==> src/rtl/lbt_pkg.sv <==
package lbt_pkg;

  localparam int MAX_SRC_WIDTH  = 256;
  localparam int MAX_SRC_HEIGHT = 256;
  localparam int MAX_THUMB      = 256;

  localparam int DIM_W   = 9;
  localparam int COORD_W = 8;
  localparam int SMP_W   = 32;
  localparam int BYTE_W  = 8;
  localparam int FRAC_W  = 16;
  localparam int PIX_W   = 3 * BYTE_W;
  localparam int BANK_AW = 2 * (COORD_W - 1);

  localparam int CFG_IDX_W  = 3;
  localparam int CFG_DATA_W = 9;

  localparam logic [CFG_IDX_W-1:0] REG_SRC_WIDTH     = 3'd0;
  localparam logic [CFG_IDX_W-1:0] REG_SRC_HEIGHT    = 3'd1;
  localparam logic [CFG_IDX_W-1:0] REG_CANVAS_SIZE   = 3'd2;
  localparam logic [CFG_IDX_W-1:0] REG_HDR_MODE      = 3'd3;
  localparam logic [CFG_IDX_W-1:0] REG_CHANNEL_COUNT = 3'd4;

  localparam int DIV_NUM_W = 40;
  localparam int DIV_DEN_W = 32;
  localparam int DIV_Q_W   = 24;
  localparam int DIV_CMP_W = DIV_DEN_W + DIV_Q_W;

  typedef struct packed {
    logic               empty;
    logic [DIM_W-1:0]   tsz;
    logic [COORD_W-1:0] wm1;
    logic [COORD_W-1:0] hm1;
    logic [DIM_W-1:0]   fw;
    logic [DIM_W-1:0]   fh;
    logic [DIM_W-1:0]   offx;
    logic [DIM_W-1:0]   offy;
    logic               nzx;
    logic               nzy;
    logic [COORD_W-1:0] denx;
    logic [COORD_W-1:0] deny;
    logic               hdr;
    logic               has_g;
    logic               has_b;
  } fit_t;

  typedef struct packed {
    logic               valid;
    logic               fetch;
    logic               in_area;
    logic [COORD_W-1:0] px;
    logic [COORD_W-1:0] py;
    logic [BYTE_W-1:0]  r8;
    logic [BYTE_W-1:0]  g8;
    logic [BYTE_W-1:0]  b8;
  } meta_t;

endpackage

==> src/rtl/lbt_div.sv <==
module lbt_div import lbt_pkg::*; (
  input  logic                 clk,
  input  logic                 en,
  input  logic [DIV_NUM_W-1:0] num,
  input  logic [DIV_DEN_W-1:0] den,
  output logic [DIV_Q_W-1:0]   quo
);

  logic [DIV_NUM_W-1:0] rem_q [0:DIV_Q_W-2];
  logic [DIV_DEN_W-1:0] den_q [0:DIV_Q_W-2];
  logic [DIV_Q_W-1:0]   q_q   [0:DIV_Q_W-1];

  genvar i;
  for (i = 0; i < DIV_Q_W; i++) begin : g_stage
    logic [DIV_NUM_W-1:0] rem_in;
    logic [DIV_DEN_W-1:0] den_in;
    logic [DIV_Q_W-1:0]   q_in;
    logic [DIV_CMP_W-1:0] dsh;
    logic                 ge;

    if (i == 0) begin : g_first
      assign rem_in = num;
      assign den_in = den;
      assign q_in   = '0;
    end else begin : g_next
      assign rem_in = rem_q[i-1];
      assign den_in = den_q[i-1];
      assign q_in   = q_q[i-1];
    end

    // one quotient bit per stage, msb first
    assign dsh = DIV_CMP_W'(den_in) << (DIV_Q_W - 1 - i);
    assign ge  = DIV_CMP_W'(rem_in) >= dsh;

    always_ff @(posedge clk) begin
      if (en) begin
        q_q[i] <= ge ? (q_in | (DIV_Q_W'(1) << (DIV_Q_W - 1 - i))) : q_in;
      end
    end

    if (i < DIV_Q_W - 1) begin : g_carry
      always_ff @(posedge clk) begin
        if (en) begin
          rem_q[i] <= ge ? (rem_in - dsh[DIV_NUM_W-1:0]) : rem_in;
          den_q[i] <= den_in;
        end
      end
    end
  end

  assign quo = q_q[DIV_Q_W-1];

endmodule

==> config.mk <==
export PLATFORM = sky130hd
export DESIGN_NAME = lbt_div
export DESIGN_NICKNAME = d
export VERILOG_FILES = /design/src/rtl/lbt_pkg.sv /design/src/rtl/lbt_div.sv
export SDC_FILE = /design/constraint.sdc
export NUM_CORES = 2
export LEC_CHECK = 0
export BUFFER_PORTS_ARGS = -buffer_cell sky130_fd_sc_hd__buf_2
export CORE_MARGIN = 1
export CORE_UTILIZATION = 25
export CTS_CLUSTER_DIAMETER = 200
export DETAILED_ROUTE_END_ITERATION = 10
export PLACE_DENSITY_LB_ADDON = 0.25
export SYNTH_ARGS = -nofsm -noshare
export SYNTH_HDL_FRONTEND = slang
export SYNTH_SLANG_ARGS = --single-unit
==> constraint.sdc <==
create_clock -name clk -period 3.96 [get_ports clk]
set_clock_uncertainty 0.2 [all_clocks]
set_input_delay 0.198 -clock clk [delete_from_list [all_inputs] [get_ports clk]]
set_output_delay 0.198 -clock clk [all_outputs]
set_load 0.02 [all_outputs]
Word level (Yosys, flattened, before mapping)

Memory sizes are Yosys's and may differ from the RTL's.
Cells that the tools add are included.

Add/subtract/negate cells: 23
Muxes and demuxes: 49
Order comparisons: 24

Operator list:

| cell             | count |
|---|---|
| $mux 40          | 23 |
| $sub 40x40->40   | 16 |
| $ge 40x55->1     | 1 |
| $ge 40x54->1     | 1 |
| $ge 40x53->1     | 1 |
| $ge 40x52->1     | 1 |
| $ge 40x51->1     | 1 |
| $ge 40x50->1     | 1 |
| $ge 40x49->1     | 1 |
| $ge 40x48->1     | 1 |
| $ge 40x47->1     | 1 |
| $ge 40x46->1     | 1 |
| $ge 40x45->1     | 1 |
| $ge 40x44->1     | 1 |
| $ge 40x43->1     | 1 |
| $ge 40x42->1     | 1 |
| $ge 40x41->1     | 1 |
| $ge 40x32->1     | 1 |
| $ge 40x33->1     | 1 |
| $ge 40x34->1     | 1 |
| $ge 40x35->1     | 1 |
| $ge 40x36->1     | 1 |
| $ge 40x37->1     | 1 |
| $ge 40x38->1     | 1 |
| other kinds (33) | 35 |

Bits in registers: 0
Input port bits: 74
Memories kept: 3
RAM bits: 2,232
Logic and storage cells: 99
Output and inout bits: 24

Memories:

| memory | depth | bits a word | rd ports | clocked after Yosys merged registers in | write ports | RTL line      | text |
|---|---|---|---|---|---|---|---|
| rem_q  | 23    | 40          | 23       | 0                                       | 23          | lbt_div.sv:9  | `logic [DIV_NUM_W-1:0] rem_q [0:DIV_Q_W-2];` |
| den_q  | 23    | 32          | 23       | 0                                       | 23          | lbt_div.sv:10 | `logic [DIV_DEN_W-1:0] den_q [0:DIV_Q_W-2];` |
| q_q    | 24    | 24          | 24       | 0                                       | 24          | lbt_div.sv:11 | `logic [DIV_Q_W-1:0] q_q [0:DIV_Q_W-1];` |

Longest topological paths before layout

An unclocked memory read counts as a cell.

Word-level depth: 3
Depth in mapped cells: 17
Mapped depth without buffers: 15

Worst setup path after synthesis

Ideal clock, no wire load.

Path type: reg-to-reg
From: mem rem_q[17][5] (netlist: rem_q[2][45])
To: mem rem_q[18][39] (netlist: rem_q[2][119]) (data pin)
Path buffers: 0
Slack: 245 ps
Library setup time: 260 ps
Required time: 3,500 ps
Stages on the path, launching flop included: 16
Period minus slack after synthesis: 3,715 ps
Arrival time: 3,256 ps
Path through: edfxtp_1 > inv_1 > ha_1 > inv_1 > fa_1 > a21o_1 > a21oi_2 > o21ai_1 > o21bai_1 > o21bai_1 > a41oi_1 > o31a_1 > o21ai_1 > a21o_1 > a2111oi_1 > mux2_2

RTL lines:

| what            | RTL line |
|---|---|
| start, declared | lbt_div.sv:9 |

==> results.json <==
{
  "ant_nets": 0,
  "ys_types": 102,
  "pre_cts_slack_ns": -0.5835,
  "antenna_found_initial": 1,
  "dieArea_um2": 399700,
  "cts_buffer_depth": 4,
  "dp_hpwl_um": 176200,
  "setup_viol": 8,
  "cts_num_sinks": 1956,
  "worstSetupPathType": "flop to flop",
  "final_area_um2": 120400,
  "start_util": 0.2509,
  "wl_per_cell_um": 16.22,
  "yosys_register_bits": 1956,
  "whs_path_depth": 4,
  "multi_input_area_um2": 37870,
  "drc_errors": 0,
  "worst_path_max_delay_cell": "edfxtp_1",
  "grt_pass1_wl_um": 362500,
  "syn-num-nets": 8857,
  "setup_tns_ns": -0.3124,
  "crit_start": "rem_q[1][209]$_DFFE_PP_",
  "vias_per_cell": 4.443,
  "max_slew_margin": 0.2823,
  "ios": 98,
  "r2r-start": "rem_q[1][209]$_DFFE_PP_",
  "grt_setup_unrepaired": "true",
  "synth_mux_area_frac": 0.02756,
  "worstSkewPairLatency_ns": 0.91,
  "ys_seq_area_frac": 0.5916,
  "async_flop_share": 0,
  "worst_hold_slack_ns": 0.1416,
  "grt_remaining_overflow": 0,
  "crit_path_end_kind": "flop",
  "finalHoldViolCount": 0,
  "cp_max_fo": 7,
  "place_congestion": 0.9321,
  "yosysWarnings": 0,
  "synth_xor_area_frac": 0.04657,
  "synth-adder-area-share": 0.08629,
  "pwr_density_cell_nw_per_um2": 548.2,
  "postSynthAreaPerCell_um2": 12.24,
  "p_leak_uw": 0.04745,
  "synthFlopType": "edfxtp_1",
  "drtIter0Drc": 2842,
  "mostFrequentLayoutCell": "edfxtp_1",
  "clk_pin_slew_ns": 0.06,
  "htreeDepth": 4,
  "fillCellCount": 39460,
  "cts_tree": "built",
  "fin_crit_ns": 4.032,
  "layout_setup_ws_ns": -0.07187,
  "num_rows": 231,
  "synth-simple-area-share": 0.08881,
  "finalCritPeriodShare": 1.018,
  "die_x_um": 632.2,
  "max_freq_mhz": 248.0,
  "failed_checks": "negative setup slack",
  "placed_area_um2": 109800,
  "start_kind": "flop",
  "ir_drop_mv": 0.3947,
  "area_growth_pct": 21.24,
  "fp.dieH_um": 632.2,
  "first_global_vias": 67300,
  "cts_buffers": 221,
  "hold_start": "den[0]",
  "crit_path_cell_trace": "inv_1, ha_2, inv_2, fa_2, a211oi_4, o211ai_1, nand2_1, o211ai_1, a41oi_2, buf_4, o21ai_4, o41a_1, a31oi_1, buf_4, o21a_4, buf_12, mux2_4",
  "outcome": "complete, but fails checks",
  "worst_pin_slew_ns": 1.077,
  "critPathMaxStageDelay_ns": 0.39,
  "hp-class": "input port to flop",
  "syn_area_um2": 99290,
  "totalWireLength_um": 233600,
  "grt_max_degree": 157,
  "required_ns": 4.35,
  "synth_compound_area_frac": 0.1210,
  "drtPass1Iterations": 9,
  "crit_arrival_ns": 4.42,
  "max-cap-violations": 0,
  "vias": 64010,
  "track_usage": 0.1127,
  "io_buffers": 97,
  "drive_above_1_share": 0.1565,
  "layout.nets": 9727,
  "regArea_um2": 58740,
  "drv_slew": 0,
  "utilization": 0.3042,
  "synth_edf_count": 1956,
  "synth_top_family_by_area": "compound AO/OA/AOI/OAI gates",
  "core_um2": 395700,
  "mostFrequentLayoutCells": "1956 x edfxtp_1, 819 x inv_1, 643 x ha_1",
  "syn-instance-count": 8112,
  "root_buffer": "clkbuf_16",
  "reg2regPathDepth": 17
}
[synth_stat cells, types with 89 or more instances]
library cell | number | area share
a21o_1 | 270 | 0.020
edfxtp_1 | 1956 | 0.59
nor3_1 | 108 | 0.0054
o21ai_0 | 470 | 0.024
mux2_2 | 222 | 0.025
a21oi_1 | 634 | 0.032
nand3_1 | 89 | 0.0045
nand2b_1 | 108 | 0.0068
ha_1 | 648 | 0.082
xor2_1 | 207 | 0.018
xnor2_1 | 321 | 0.028
nand2_1 | 523 | 0.020
nor2b_1 | 106 | 0.0067
nor2_1 | 443 | 0.017
nand4_1 | 110 | 0.0069
inv_1 | 825 | 0.031
[what timing repair did]
action | CTS | global route
hold buffers | 157 | 0
endpoints found under the hold margin | 646 | 0
gates cloned | 7 | 3
setup endpoints to repair | 228 | 487
resized for setup | 127 | 168
pin swaps | 40 | 67
setup buffers | 35 | 28
[path summary, 6_finish.rpt]
kind                                                 to  slack [ns]
worst max-delay path            rem_q[1][250]$_DFFE_PP_       -0.07
worst min-delay path             rem_q[0][23]$_DFFE_PP_        0.14
worst min register to register    q_q[1][180]$_DFFE_PP_        0.20
worst max register to register  rem_q[1][250]$_DFFE_PP_       -0.07
[routing by layer]
metal  share of wire  vias up  GRT usage
met4           0.056        0    0.05933
met5               0        -          0
li1                -    31700          -
met3           0.029      554    0.01527
met1            0.38    30680     0.1119
met2            0.54     1077     0.2240
[logic make-up after synthesis]
group                      after synthesis
AOI/OAI and AO/OA                     1939
xor gates and xnor gates               528
adders and majority gates              671
buffers and inverters                  971
DFF                                   1956
muxes                                  245
and+or+nand+nor                       1802
[critical path, delay by kind of cell, from the launching register on]
| family | cells | cell delay, ns |
|---|---|---|
| and+or+nand+nor | 1 | 0.15 |
| DFF | 1 | 0.39 |
| adders and majority gates | 2 | 0.54 |
| muxes | 1 | 0.30 |
| AOI/OAI and AO/OA | 8 | 1.55 |
| buffers and inverters | 5 | 0.57 |
[stage by stage]
| step | instances | power (µW) |
|---|---|---|
| 3_5_place_dp | 13780 | 45020 |
| 5_1_grt | 14410 | 69590 |
| 4_1_cts | 14380 | 66480 |
| 3_3_place_gp | 13780 | 44650 |
| 6_report | 14410 | 66000 |
| 2_1_floorplan | 8112 | 39410 |
[area by class of cell]
type / count / area share
antenna: 3 / 0.00006236
clock buffer: 263 / 0.04760
sequential: 1956 / 0.4879
timing repair buffer: 792 / 0.05760
multi-input combinational: 5185 / 0.3146
clock inverter: 139 / 0.01194
tap: 5242 / 0.05448
inverter: 826 / 0.02580
[registers in the layout, indices dropped and copies added (netlist names)]
name / flops
den_q: 736
q_q: 300
rem_q: 920
[power by group]
group | switching (µW) | total, µW | internal [µW]
registers | 1370 | 27500 | 26100
clock network | 8560 | 20600 | 12000
logic | 9710 | 17900 | 8210
total | 19600 | 66000 | 46400
Power figures use the tool's default switching activity.
