## config.mk

```make
export PLATFORM = sky130hd
export DESIGN_NAME = lbt_fit
export DESIGN_NICKNAME = d
export VERILOG_FILES = /design/src/rtl/lbt_pkg.sv /design/src/rtl/lbt_fit.sv
export SDC_FILE = /design/constraint.sdc
export NUM_CORES = 1
export LEC_CHECK = 0
export ABC_AREA = 1
export BUFFER_PORTS_ARGS = -buffer_cell sky130_fd_sc_hd__buf_2
export CAP_MARGIN = 20
export CORE_MARGIN = 3
export CORE_UTILIZATION = 56
export DETAILED_ROUTE_END_ITERATION = 12
export GPL_TIMING_DRIVEN = 0
export PLACE_DENSITY = 0.79
export SLEW_MARGIN = 40
export SYNTH_ARGS = -nofsm -noshare
export SYNTH_HDL_FRONTEND = slang
export SYNTH_SLANG_ARGS = --single-unit
```

## constraint.sdc

```tcl
create_clock -name clk -period 6.94 [get_ports clk]
set_input_delay 1.041 -clock clk [delete_from_list [all_inputs] [get_ports clk]]
set_output_delay 1.041 -clock clk [all_outputs]
set_load 0.02 [all_outputs]
```

## src/rtl/lbt_pkg.sv

```systemverilog
package lbt_pkg;

  localparam int MAX_SRC_WIDTH  = 256;
  localparam int MAX_SRC_HEIGHT = 256;
  localparam int MAX_THUMB      = 256;

  localparam int DIM_W   = 9;
  localparam int COORD_W = 8;
  localparam int SMP_W   = 32;
  localparam int BYTE_W  = 8;
  localparam int FRAC_W  = 16;
  localparam int PIX_W   = 3 * BYTE_W;
  localparam int BANK_AW = 2 * (COORD_W - 1);

  localparam int CFG_IDX_W  = 3;
  localparam int CFG_DATA_W = 9;

  localparam logic [CFG_IDX_W-1:0] REG_SRC_WIDTH     = 3'd0;
  localparam logic [CFG_IDX_W-1:0] REG_SRC_HEIGHT    = 3'd1;
  localparam logic [CFG_IDX_W-1:0] REG_CANVAS_SIZE   = 3'd2;
  localparam logic [CFG_IDX_W-1:0] REG_HDR_MODE      = 3'd3;
  localparam logic [CFG_IDX_W-1:0] REG_CHANNEL_COUNT = 3'd4;

  localparam int DIV_NUM_W = 40;
  localparam int DIV_DEN_W = 32;
  localparam int DIV_Q_W   = 24;
  localparam int DIV_CMP_W = DIV_DEN_W + DIV_Q_W;

  typedef struct packed {
    logic               empty;
    logic [DIM_W-1:0]   tsz;
    logic [COORD_W-1:0] wm1;
    logic [COORD_W-1:0] hm1;
    logic [DIM_W-1:0]   fw;
    logic [DIM_W-1:0]   fh;
    logic [DIM_W-1:0]   offx;
    logic [DIM_W-1:0]   offy;
    logic               nzx;
    logic               nzy;
    logic [COORD_W-1:0] denx;
    logic [COORD_W-1:0] deny;
    logic               hdr;
    logic               has_g;
    logic               has_b;
  } fit_t;

  typedef struct packed {
    logic               valid;
    logic               fetch;
    logic               in_area;
    logic [COORD_W-1:0] px;
    logic [COORD_W-1:0] py;
    logic [BYTE_W-1:0]  r8;
    logic [BYTE_W-1:0]  g8;
    logic [BYTE_W-1:0]  b8;
  } meta_t;

endpackage

```

## src/rtl/lbt_fit.sv

```systemverilog
module lbt_fit import lbt_pkg::*; (
  input  logic                  clk,
  input  logic                  rst,
  input  logic                  cfg_we,
  input  logic [CFG_IDX_W-1:0]  cfg_index,
  input  logic [CFG_DATA_W-1:0] cfg_data,
  output fit_t                  fit,
  output logic                  busy
);

  localparam logic [1:0] ST_IDLE  = 2'd0;
  localparam logic [1:0] ST_SETUP = 2'd1;
  localparam logic [1:0] ST_DIV   = 2'd2;
  localparam logic [1:0] ST_DONE  = 2'd3;

  localparam int NUM_W = 2 * DIM_W;
  localparam int CNT_W = 4;

  logic [DIM_W-1:0] src_width, src_height, canvas_size;
  logic             hdr_mode;
  logic [2:0]       channel_count;
  logic [1:0]       state;

  logic [DIM_W-1:0] ws, hs, ts, big, short_dim, fs, fb, fw_n, fh_n;
  logic             wide_n;
  logic [NUM_W-1:0] num_n;

  logic             wide;
  logic [NUM_W-1:0] rem;
  logic [DIM_W:0]   dv;
  logic [DIM_W-1:0] quo;
  logic [CNT_W-1:0] cnt;
  logic [NUM_W:0]   dsh;
  logic             ge;

  logic               empty;
  logic [DIM_W-1:0]   fw, fh, offx, offy;
  logic [COORD_W-1:0] denx, deny;
  logic               nzx, nzy;

  always_comb begin
    ws     = (src_width  > DIM_W'(MAX_SRC_WIDTH))  ? DIM_W'(MAX_SRC_WIDTH)  : src_width;
    hs     = (src_height > DIM_W'(MAX_SRC_HEIGHT)) ? DIM_W'(MAX_SRC_HEIGHT) : src_height;
    ts     = (canvas_size > DIM_W'(MAX_THUMB))     ? DIM_W'(MAX_THUMB)      : canvas_size;
    wide_n = ws >= hs;
    big    = wide_n ? ws : hs;
    short_dim = wide_n ? hs : ws;
    num_n  = ((NUM_W'(short_dim) * NUM_W'(ts)) << 1) + NUM_W'(big);
    dsh    = (NUM_W+1)'(dv) << cnt;
    ge     = {1'b0, rem} >= dsh;
    fs     = (quo == '0) ? DIM_W'(1) : quo;
    fb     = (ts == '0) ? DIM_W'(1) : ts;
    fw_n   = wide ? fb : fs;
    fh_n   = wide ? fs : fb;
  end

  always_ff @(posedge clk) begin
    if (rst) begin
      src_width     <= '0;
      src_height    <= '0;
      canvas_size   <= DIM_W'(64);
      hdr_mode      <= 1'b0;
      channel_count <= 3'd4;
      state         <= ST_SETUP;
    end else begin
      if (cfg_we) begin
        case (cfg_index)
          REG_SRC_WIDTH:     src_width     <= cfg_data;
          REG_SRC_HEIGHT:    src_height    <= cfg_data;
          REG_CANVAS_SIZE:   canvas_size   <= cfg_data;
          REG_HDR_MODE:      hdr_mode      <= cfg_data[0];
          REG_CHANNEL_COUNT: channel_count <= cfg_data[2:0];
          default: ;
        endcase
      end
      if (cfg_we) begin
        state <= ST_SETUP;
      end else begin
        case (state)
          ST_IDLE:  state <= ST_IDLE;
          ST_SETUP: state <= ST_DIV;
          ST_DIV:   state <= (cnt == '0) ? ST_DONE : ST_DIV;
          ST_DONE:  state <= ST_IDLE;
          default:  state <= ST_IDLE;
        endcase
      end
    end
  end

  always_ff @(posedge clk) begin
    case (state)
      ST_SETUP: begin
        wide  <= wide_n;
        rem   <= num_n;
        dv    <= {big, 1'b0};
        quo   <= '0;
        cnt   <= CNT_W'(DIM_W - 1);
        empty <= (ws == '0) || (hs == '0);
      end
      ST_DIV: begin
        if (ge) begin
          rem <= rem - dsh[NUM_W-1:0];
          quo <= quo | (DIM_W'(1) << cnt);
        end
        cnt <= cnt - CNT_W'(1);
      end
      ST_DONE: begin
        fw   <= fw_n;
        fh   <= fh_n;
        offx <= (ts - fw_n) >> 1;
        offy <= (ts - fh_n) >> 1;
        nzx  <= fw_n > DIM_W'(1);
        nzy  <= fh_n > DIM_W'(1);
        denx <= (fw_n > DIM_W'(1)) ? COORD_W'(fw_n - DIM_W'(1)) : COORD_W'(1);
        deny <= (fh_n > DIM_W'(1)) ? COORD_W'(fh_n - DIM_W'(1)) : COORD_W'(1);
      end
      default: ;
    endcase
  end

  always_comb begin
    fit.empty = empty;
    fit.tsz   = ts;
    fit.wm1   = COORD_W'(ws - DIM_W'(1));
    fit.hm1   = COORD_W'(hs - DIM_W'(1));
    fit.fw    = fw;
    fit.fh    = fh;
    fit.offx  = offx;
    fit.offy  = offy;
    fit.nzx   = nzx;
    fit.nzy   = nzy;
    fit.denx  = denx;
    fit.deny  = deny;
    fit.hdr   = hdr_mode;
    fit.has_g = channel_count > 3'd1;
    fit.has_b = channel_count > 3'd2;
  end

  assign busy = state != ST_IDLE;

endmodule

```

# Word-level counts from Yosys, hierarchy flattened
# Cells that the tools add are included.
# W data, S select, Z words.
totals:
  regBits: 127
  elab_cells: 84
classes:
  n_addsub: 9
  bitwise: 1
  mul: 1
  order_cmp: 9
  n_eq_ne: 8
  muxes: 16
  n_reduce_logical: 18
  shifts: 2
op_table:
  columns: ["op", "n"]
  rows:
  - ["$mux W9", 10]
  - ["$logic_not A9 Y1", 4]
  - ["$pmux W18 S2", 1]
  - ["$sub A8 B1 Y8 const B", 4]
  - ["$gt A9 B9 Y1 const B", 3]
  - ["$ge A18 B19 Y1", 1]
  - ["$shl A10 B4 Y19", 1]
  - ["$add A18 B9 Y18", 1]
  - ["$gt A9 B1 Y1 const B", 2]
  - ["$mux W18", 1]
  - ["$pmux W9 S2", 1]
  - ["$sub A18 B18 Y18", 1]
  - ["$sub A9 B9 Y9", 2]
  - ["$mul A9 B9 Y17", 1]
  - ["$reduce_and A2 Y1", 6]
  - ["$ge A9 B9 Y1", 1]
  - ["$or A9 B9 Y9", 1]
  - ["$shl A1 B4 Y9 const A", 1]
  - ["$pmux W4 S2", 1]
  - ["$eq A3 B2 Y1 const B", 2]
  - ["$pmux W2 S3", 1]
  - ["$eq A2 B2 Y1 const B", 2]
  - ["$logic_not A4 Y1", 1]
  - ["$reduce_bool A2 Y1", 2]
  - ["12 further kinds", 13]

# Depth between registers and ports, before layout
# Gate-level depths: netlist of the first run.
logic_depth:
  ltp_word: 7
  depth_mapped: 44
  mapped_depth_nobuf: 43

# Worst setup path after synthesis of the first run
# Ideal clock, no wire load.
synth_timing:
  kind: "register to register"
  from: "reg src_height[4]"
  to: "reg rem[17], data pin"
  arrival_ps: 6328
  setup_time_ps: 256
  slack_ps: 356
  path_stages_with_launch: 43
  synth_period_minus_slack_ps: 6584
  n_path_buf: 1
  cell_sequence: "dfxtp_1 -> nor4_2 -> a21oi_2 -> nor2_1 -> inv_1 -> ha_1 -> nand2_1 -> inv_1 -> nand2_1 -> nand2_1 -> nand2_1 -> nand4_4 -> inv_2 -> buf_6 -> o21ai_2 -> inv_2 -> nand2_1 -> fa_1 -> [7 not listed] -> nand2_1 -> nand2_1 -> and2_2 -> xor2_1 -> ha_1 -> nand2_1 -> a21oi_1 -> nor2_1 -> nand2_1 -> nand2_2 -> nor2_4 -> nand3_2 -> nor2_2 -> nand3_2 -> clkinv_1 -> nand2_1 -> nand3_1 -> nand2_1"
synth_between:
  elab_chain_cells: 7
  word_cells_on_any_way: 8
  classes_between: "add/sub (1); mul (1); order compare (2); mux (4)"
synth_rtl:
  columns: ["item", "line", "rtl"]
  rows:
  - ["start: declaration", "lbt_fit.sv:19", "logic [DIM_W-1:0] src_width, src_height, canvas_size;"]
  - ["start signal: assignment", "lbt_fit.sv:69", "REG_SRC_HEIGHT: src_height <= cfg_data;"]
  - ["$gt A9 B9 Y1", "lbt_fit.sv:43", "hs = (src_height > DIM_W'(MAX_SRC_HEIGHT)) ? DIM_W'(MAX_SRC_HEIGHT) : src_height;"]
  - ["$mux W9 (*)", "lbt_fit.sv:43", null]
  - ["$ge A9 B9 Y1", "lbt_fit.sv:45", "wide_n = ws >= hs;"]
  - ["$mux W9", "lbt_fit.sv:47", "short_dim = wide_n ? hs : ws;"]
  - ["$mul A9 B9 Y17", "lbt_fit.sv:48", "num_n = ((NUM_W'(short_dim) * NUM_W'(ts)) << 1) + NUM_W'(big);"]
  - ["$add A18 B9 Y18 (*)", "lbt_fit.sv:48", null]
  - ["$pmux W18 S2 (*)", "lbt_fit.sv:91", "case (state)"]
  - ["end signal: assignment", "lbt_fit.sv:94", "rem <= num_n;"]
  - ["end signal: assignment", "lbt_fit.sv:102", "rem <= rem - dsh[NUM_W-1:0];"]
  - ["end: declaration", "lbt_fit.sv:29", "logic [NUM_W-1:0] rem;"]
# Every way passes the cells marked *; elsewhere a longest branch is shown, timed or not.
# A chain may end at the register's enable or synchronous reset.

# Worst setup path in the final report of the first run
# Ends and elaborated chain as after synthesis.

==> flow_summary.yaml, run 1 <==
worst_setup_path:
  critPathMaxStageDelay_ns: 0.52
  r2r_cells: 37
  crit_path_end_kind: "flop"
  critPathRequiredTime_ns: 7.12
  r2r_setup_slack_ns: 0.05
  crit_path_start: "src_height[4]"
  path_class: "flop to flop"
  slowest_stage: "fa_1"
  critPathArrivalTime_ns: 7.07
  cp-start-kind: "flop"
  critical-path-top-delay-family: "adder cells"
  cp_max_fo: 5
  r2r-start: "src_height[4]"
  r2r_end: "rem[17]"
  worstSetupPathDepth: 37
  cpMostUsedCell: "nand2_1"
  path_buf_inv: 8
  endpoint: "rem[17]"
clock_tree:
  cts.clk_slew.worst_paths_ns: 0.07
  clockBufferDepth: 2
  cts_tree: "done"
  htree_levels: 4
  clock_latency_ns: 0.43
  cts_hold_buffers: 0
  numCtsBuffers: 17
  cts_sinks: 126
  cts_root_buf: "clkbuf_16"
final_layout:
  seq_area_sq_mm: 0.00346
  antenna_cells: 0
  drive_above_1_share_pct: 21.8
  finalNonFillerCells: 1870
  multi_input_area_sq_mm: 0.00712
  syn_to_final_growth_pct: 19.0
  final_util_pct: 68.3
  fin_area_sq_mm: 0.0134
  nNetsFinal: 1762
  n_fill_cell: 1576
pwr:
  powerDensity_mw_per_mm2: 243
  vdd_drop_max_uv: 179
  p_leak_uw: 0.00650
  p_total_uw: 3260
synth:
  syn_area_per_cell_sq_um: 7.87
  synth_compound_area_share_pct: 11.6
  synth_top_family_by_area: "simple AND/OR/NAND/NOR gates"
  ys_seq_area_share_pct: 30.6
  synth_edf_count: 93
  synth-seq-cells: 126
  yosys_warnings: 0
  synth_flop_cell: "edfxtp_1"
  yosysTopAreaCellShare_pct: 24.7
  synth_simple_gate_area_share_pct: 23.9
  async_flop_share_pct: 0
  synth_area_leaders: "edfxtp_1 25%, ha_1 11%, nand2_1 9.8%"
  synthCells: 1434
  yosysMostFrequentCell: "nand2_1"
  netlist-cell-type-count: 62
  yosysTopAreaCell: "edfxtp_1"
  synth_common_cells: "296 x nand2_1, 208 x inv_1, 165 x nor2_1, 103 x ha_1, 93 x edfxtp_1"
  synthMuxAreaShare_pct: 0.177
  yosys.area_share.adder_pct: 20.6
  synth_area_sq_mm: 0.0113
  synth_xor_area_share_pct: 3.41
min_path:
  hp-start: "hdr_mode"
  min_path_type: "flop to flop"
  min_path_cells: 2
placed_design:
  gp_congestion: 0.942
  dp.cells: 1798
  dpl_cell_area_sq_mm: 0.0122
  io_buffer_count: 96
  dp_hpwl_microns: 22800
routing:
  routed_wl_microns: 30900
  drtIter0Drc: 1058
  highest_layer: "met4"
  drc_errors: 0
  wl_met3_microns: 2510
  drt-vias-per-instance: 5.57
  num_vias: 10400
  wl_per_cell_microns: 16.5
  ant_nets: 0
  first_pass_iters: 7
  met1_length_microns: 11900
  routed-wl-met2_microns: 15300
run:
  cap_violations: 0
sta:
  fin_crit_sh_pct: 99.2
  slew_viol_final: 0
  worst_pin_slew_ns: 0.847
  clock_skew_ns: 0.0138
  period_minus_slack_ns: 6.89
  setup_viol: 0
  max_freq_mhz: 145
  fin_tns_setup_ns: 0
  grt_setup_unrepaired: "yes"
  hold_viol_final: 0
  relSlewSlack_pct: 42.9
floorplan:
  core_area_sq_mm: 0.0197
  io_pins: 99
  die_w_microns: 148
  dieArea_sq_mm: 0.0219
  start_util_pct: 57.4
  rows: 51
  die_h_microns: 148
global_route:
  grt_pass1_wl_microns: 47400
  grt_max_degree: 46
  antenna_found_initial: 0
  grt_overflow: 0
  grt_use_total_pct: 27.1
  first_global_vias: 9826
status:
  outcome: "finished, final reports clean"
-- through the flow --
stage,hold slack (ns),worst slack (ns)
final,0.445,0.0536
after global routing,0.465,-0.245
after global placement,0.440,-0.499
after floorplan,0.423,0.356
after CTS,0.447,0.00326
after detailed placement,0.438,-0.600
-- worst min path at each step --
stage               slack [ns]  endpoint
finish                    0.44  hdr_mode
global route              0.46  hdr_mode
CTS                       0.45  hdr_mode
detailed placement        0.44  hdr_mode
global placement          0.44  hdr_mode
floorplan                 0.42  hdr_mode
-- flip-flops by register name, summed over array words and instances, names as in the netlist, 9 cells and up --
register	flops
canvas_size	9
dv	9
fh	9
fw	9
quo	9
rem	17
src_height	9
src_width	9
-- layout by cell type, fill, tap and decap left out, drive strengths merged, types with 2 or more instances in the layout --
| master | count |
|---|---|
| mux2i | 2 |
| fa | 52 |
| nand3b | 5 |
| nor4 | 7 |
| a31o | 2 |
| ha | 103 |
| clkinv | 8 |
| dfxtp | 33 |
| nor3 | 9 |
| a211oi | 4 |
| o211a | 2 |
| a21o | 5 |
| buf | 152 |
| a31oi | 3 |
| inv | 245 |
| nand3 | 80 |
| conb | 2 |
| or2 | 2 |
| o21bai | 3 |
| xor2 | 30 |
| nor2 | 180 |
| o21ai | 107 |
| edfxtp | 93 |
| nand2 | 309 |
| o211ai | 2 |
| and2 | 3 |
| xnor2 | 14 |
| o22ai | 7 |
| nand4 | 14 |
| clkbuf | 37 |
| a21oi | 80 |
| a22oi | 4 |
-- report_power, final --
part | internal (uW) | switching (uW)
sequential | 934 | 39.9
combinational | 517 | 884
clock | 501 | 383
total | 1950 | 1310
-- worst register-to-register path: cells and delay by family (launching register included) --
kind,cells,cell delay [ns]
AO/OA/AOI/OAI,3,0.47
flip-flops,1,0.33
AND/OR/NAND/NOR,18,2.09
adder cells (fa/ha/maj),7,2.86
XOR/XNOR,1,0.17
buffers and inverters,8,0.76
-- metal layers --
layer	up-vias	global-route usage, %
met5	-	0
met4	0	11.4
met3	115	6.35
met2	508	46.2
met1	4811	33.1
li1	4991	-
-- logic make-up (layout without fill, tap and decap cells) --
family,count (synthesis),after routing
AO/OA/AOI/OAI,223,223
flip-flops,126,126
adder cells (fa/ha/maj),155,155
other,1,2
buffers and inverters,273,443
AND/OR/NAND/NOR,610,610
XOR/XNOR,44,44
multiplexers,2,2
-- area by class of cell --
cell class	instances	share of cell area (%)
repair buffers	138	6.20
well taps	265	2.47
flip-flops and latches	126	25.8
clock buffers	19	3.46
plain buffers	32	1.40
multi-input cells	1036	53.0
inverters	241	6.81
clock inverters	13	0.857
-- repair_timing --
item / in CTS / in global routing
pin swaps: 10 / 35
setup buffers: 16 / 24
setup endpoints to repair: 9 / 9
endpoints found under the hold margin: 0 / 0
resized for setup: 31 / 69
(Power assumes the default switching activity.)
==> run 2: changes to the inputs <==
--- a/config.mk
+++ b/config.mk
@@ -8,6 +8,7 @@
 export ABC_AREA = 1
 export BUFFER_PORTS_ARGS = -buffer_cell sky130_fd_sc_hd__buf_2
 export CAP_MARGIN = 20
+export CORE_ASPECT_RATIO = 1.75
 export CORE_MARGIN = 3
 export CORE_UTILIZATION = 56
 export DETAILED_ROUTE_END_ITERATION = 12
==> constraint.sdc (replaced) <==
create_clock -name clk -period 6.94 [get_ports clk]
set_input_delay 1.041 -clock clk [delete_from_list [all_inputs] [get_ports clk]]
set_output_delay 1.041 -clock clk [all_outputs]
set_load 0.05 [all_outputs]
==> run 2 against run 1 <==
Against the previous run:
- the run now ends with negative setup slack left
- first-iteration DRC count fell by 15%
- flip-flop and latch count unchanged
- die area grew 0.31%
- combinational power rose by 16%
- clock power hardly changed
- final area up 1.6%
- critical path depth down 4
- non-clock buffer count is 10 higher
- wire length up 11%
- clock skew rose by 0.0010 ns
- sequential power about the same
- largest cell class unchanged
==> flow_summary.yaml, run 2 (synthesis gave the netlist of run 1 again) <==
clock_tree:
  cts_sinks: 126
  htree_levels: 4
  cts_root_buf: "clkbuf_16"
  cts_tree: "done"
  clockBufferDepth: 2
  cts_hold_buffers: 0
  numCtsBuffers: 17
  cts.clk_slew.worst_paths_ns: 0.07
  clock_latency_ns: 0.44
pwr:
  vdd_drop_max_uv: 297
  p_leak_uw: 0.00655
  powerDensity_mw_per_mm2: 255
sta:
  hold_viol_final: 0
  clock_skew_ns: 0.0148
  period_minus_slack_ns: 7.00
  max_freq_mhz: 143
  relSlewSlack_pct: 54.0
  worst_pin_slew_ns: 0.688
  grt_setup_unrepaired: "yes"
  fin_crit_sh_pct: 101
  fin_ws_ns: -0.0553
  setup_viol: 1
  fin_tns_setup_ns: -0.0553
  slew_viol_final: 0
placed_design:
  dpl_cell_area_sq_mm: 0.0121
  dp_slack_ns: -0.729
  dp.cells: 1778
  dp_hpwl_microns: 25200
  gp_congestion: 0.964
  io_buffer_count: 96
worst_setup_path:
  critPathRequiredTime_ns: 7.10
  cp_max_fo: 6
  crit_path_end_kind: "flop"
  cp-start-kind: "flop"
  slowest_stage: "fa_1"
  path_class: "flop to flop"
  critPathArrivalTime_ns: 7.16
  critPathMaxStageDelay_ns: 0.56
routing:
  num_vias: 10900
  first_pass_iters: 8
  drtIter0Drc: 904
  routed_wl_microns: 34300
  ant_nets: 0
  wl_per_cell_microns: 18.5
  drc_errors: 0
  drt-vias-per-instance: 5.84
floorplan:
  dieArea_sq_mm: 0.0220
  die_w_microns: 113
  core_area_sq_mm: 0.0197
  start_util_pct: 57.2
  rows: 68
  die_h_microns: 194
  io_pins: 99
global_route:
  grt_pass1_wl_microns: 51800
  grt_use_total_pct: 29.9
  grt_max_degree: 46
  first_global_vias: 10900
  grt_overflow: 0
  antenna_found_initial: 0
final_layout:
  nNetsFinal: 1772
  fin_area_sq_mm: 0.0136
  final_cell_mix: "274 x nand2_1, 195 x inv_1, 153 x nor2_1, 99 x buf_2, 93 x edfxtp_1"
  final_common_cell: "nand2_1"
  drive_above_1_share_pct: 23.3
  antenna_cells: 0
  finalNonFillerCells: 1860
  largest_reg_flops: 17
  regMostFlops: "rem"
  syn_to_final_growth_pct: 20.9
status:
  violations: "negative setup slack"
  outcome: "finished with violations"
min_path:
  min_path_type: "flop to flop"
run:
  cap_violations: 0
-- run 2: cell types whose count changed in the layout (fill, tap and decap cells not counted), sizes merged --
cell      previous run  this run
buf                152       164
clkbuf              37        33
clkinv               8         5
clkinvlp             1         3
inv                245       248
-- run 2: cell type report --
| class | count | area (sq um) |
|---|---|---|
| Buffer | 31 | 178 |
| Clock buffer | 17 | 425 |
| Clock inverter | 15 | 140 |
| Fill cell | 1523 | 6090 |
| Inverter | 241 | 917 |
| Multi-Input combinational cell | 1036 | 7290 |
| Sequential cell | 126 | 3460 |
| Tap cell | 245 | 307 |
| Timing Repair Buffer | 149 | 930 |
-- run 2: final timing paths --
check                           slack, ns           from  depth (start not counted)  endpoint
worst min-delay path                 0.45       hdr_mode                          2  hdr_mode
worst min register to register       0.45       hdr_mode                          2  hdr_mode
worst max register to register      -0.06  src_height[4]                         33   rem[12]
worst max-delay path                -0.06  src_height[4]                         33   rem[12]
-- run 2: where the power goes --
| part | total (uW) | leakage, uW | internal [uW] | switching (uW) |
|---|---|---|---|---|
| registers | 977 | 0.00118 | 934 | 42.8 |
| clock network | 885 | 0.000272 | 476 | 410 |
| logic | 1620 | 0.00511 | 558 | 1060 |
| total | 3480 | 0.00655 | 1970 | 1510 |
-- run 2: per-stage QoR --
step                power [uW]  utilization [%]  hold WS [ns]
detailed placement        2370             61.5         0.445
global route              3660             69.1         0.490
finish                    3480             69.1         0.452
floorplan                 2030                -         0.423
CTS                       3310             65.9         0.456
global placement          2320             61.2         0.432
-- run 2: worst max-delay path, delay by kind of cell, from the launching register on --
family | cells | cell delay, ns
DFF | 1 | 0.33
buffers and inverters | 10 | 1.07
adders and majority gates | 6 | 2.72
AOI/OAI and AO/OA | 3 | 0.55
xor gates and xnor gates | 1 | 0.18
and+or+nand+nor | 13 | 1.83
-- run 2: what timing repair did --
item,in CTS,in global routing
pin swaps,11,55
buffers inserted,16,35
setup endpoints to repair,10,9
gates resized for setup,37,95
-- run 2: layer usage --
layer  GRT usage [%]  vias to the layer above  routed length [microns]
met4            22.4                        0                     3140
met2            54.4                      585                    17900
met1            29.1                     5047                    10900
met3            5.56                      236                     2310
li1                -                     5002                        -
met5               0                        -                        0
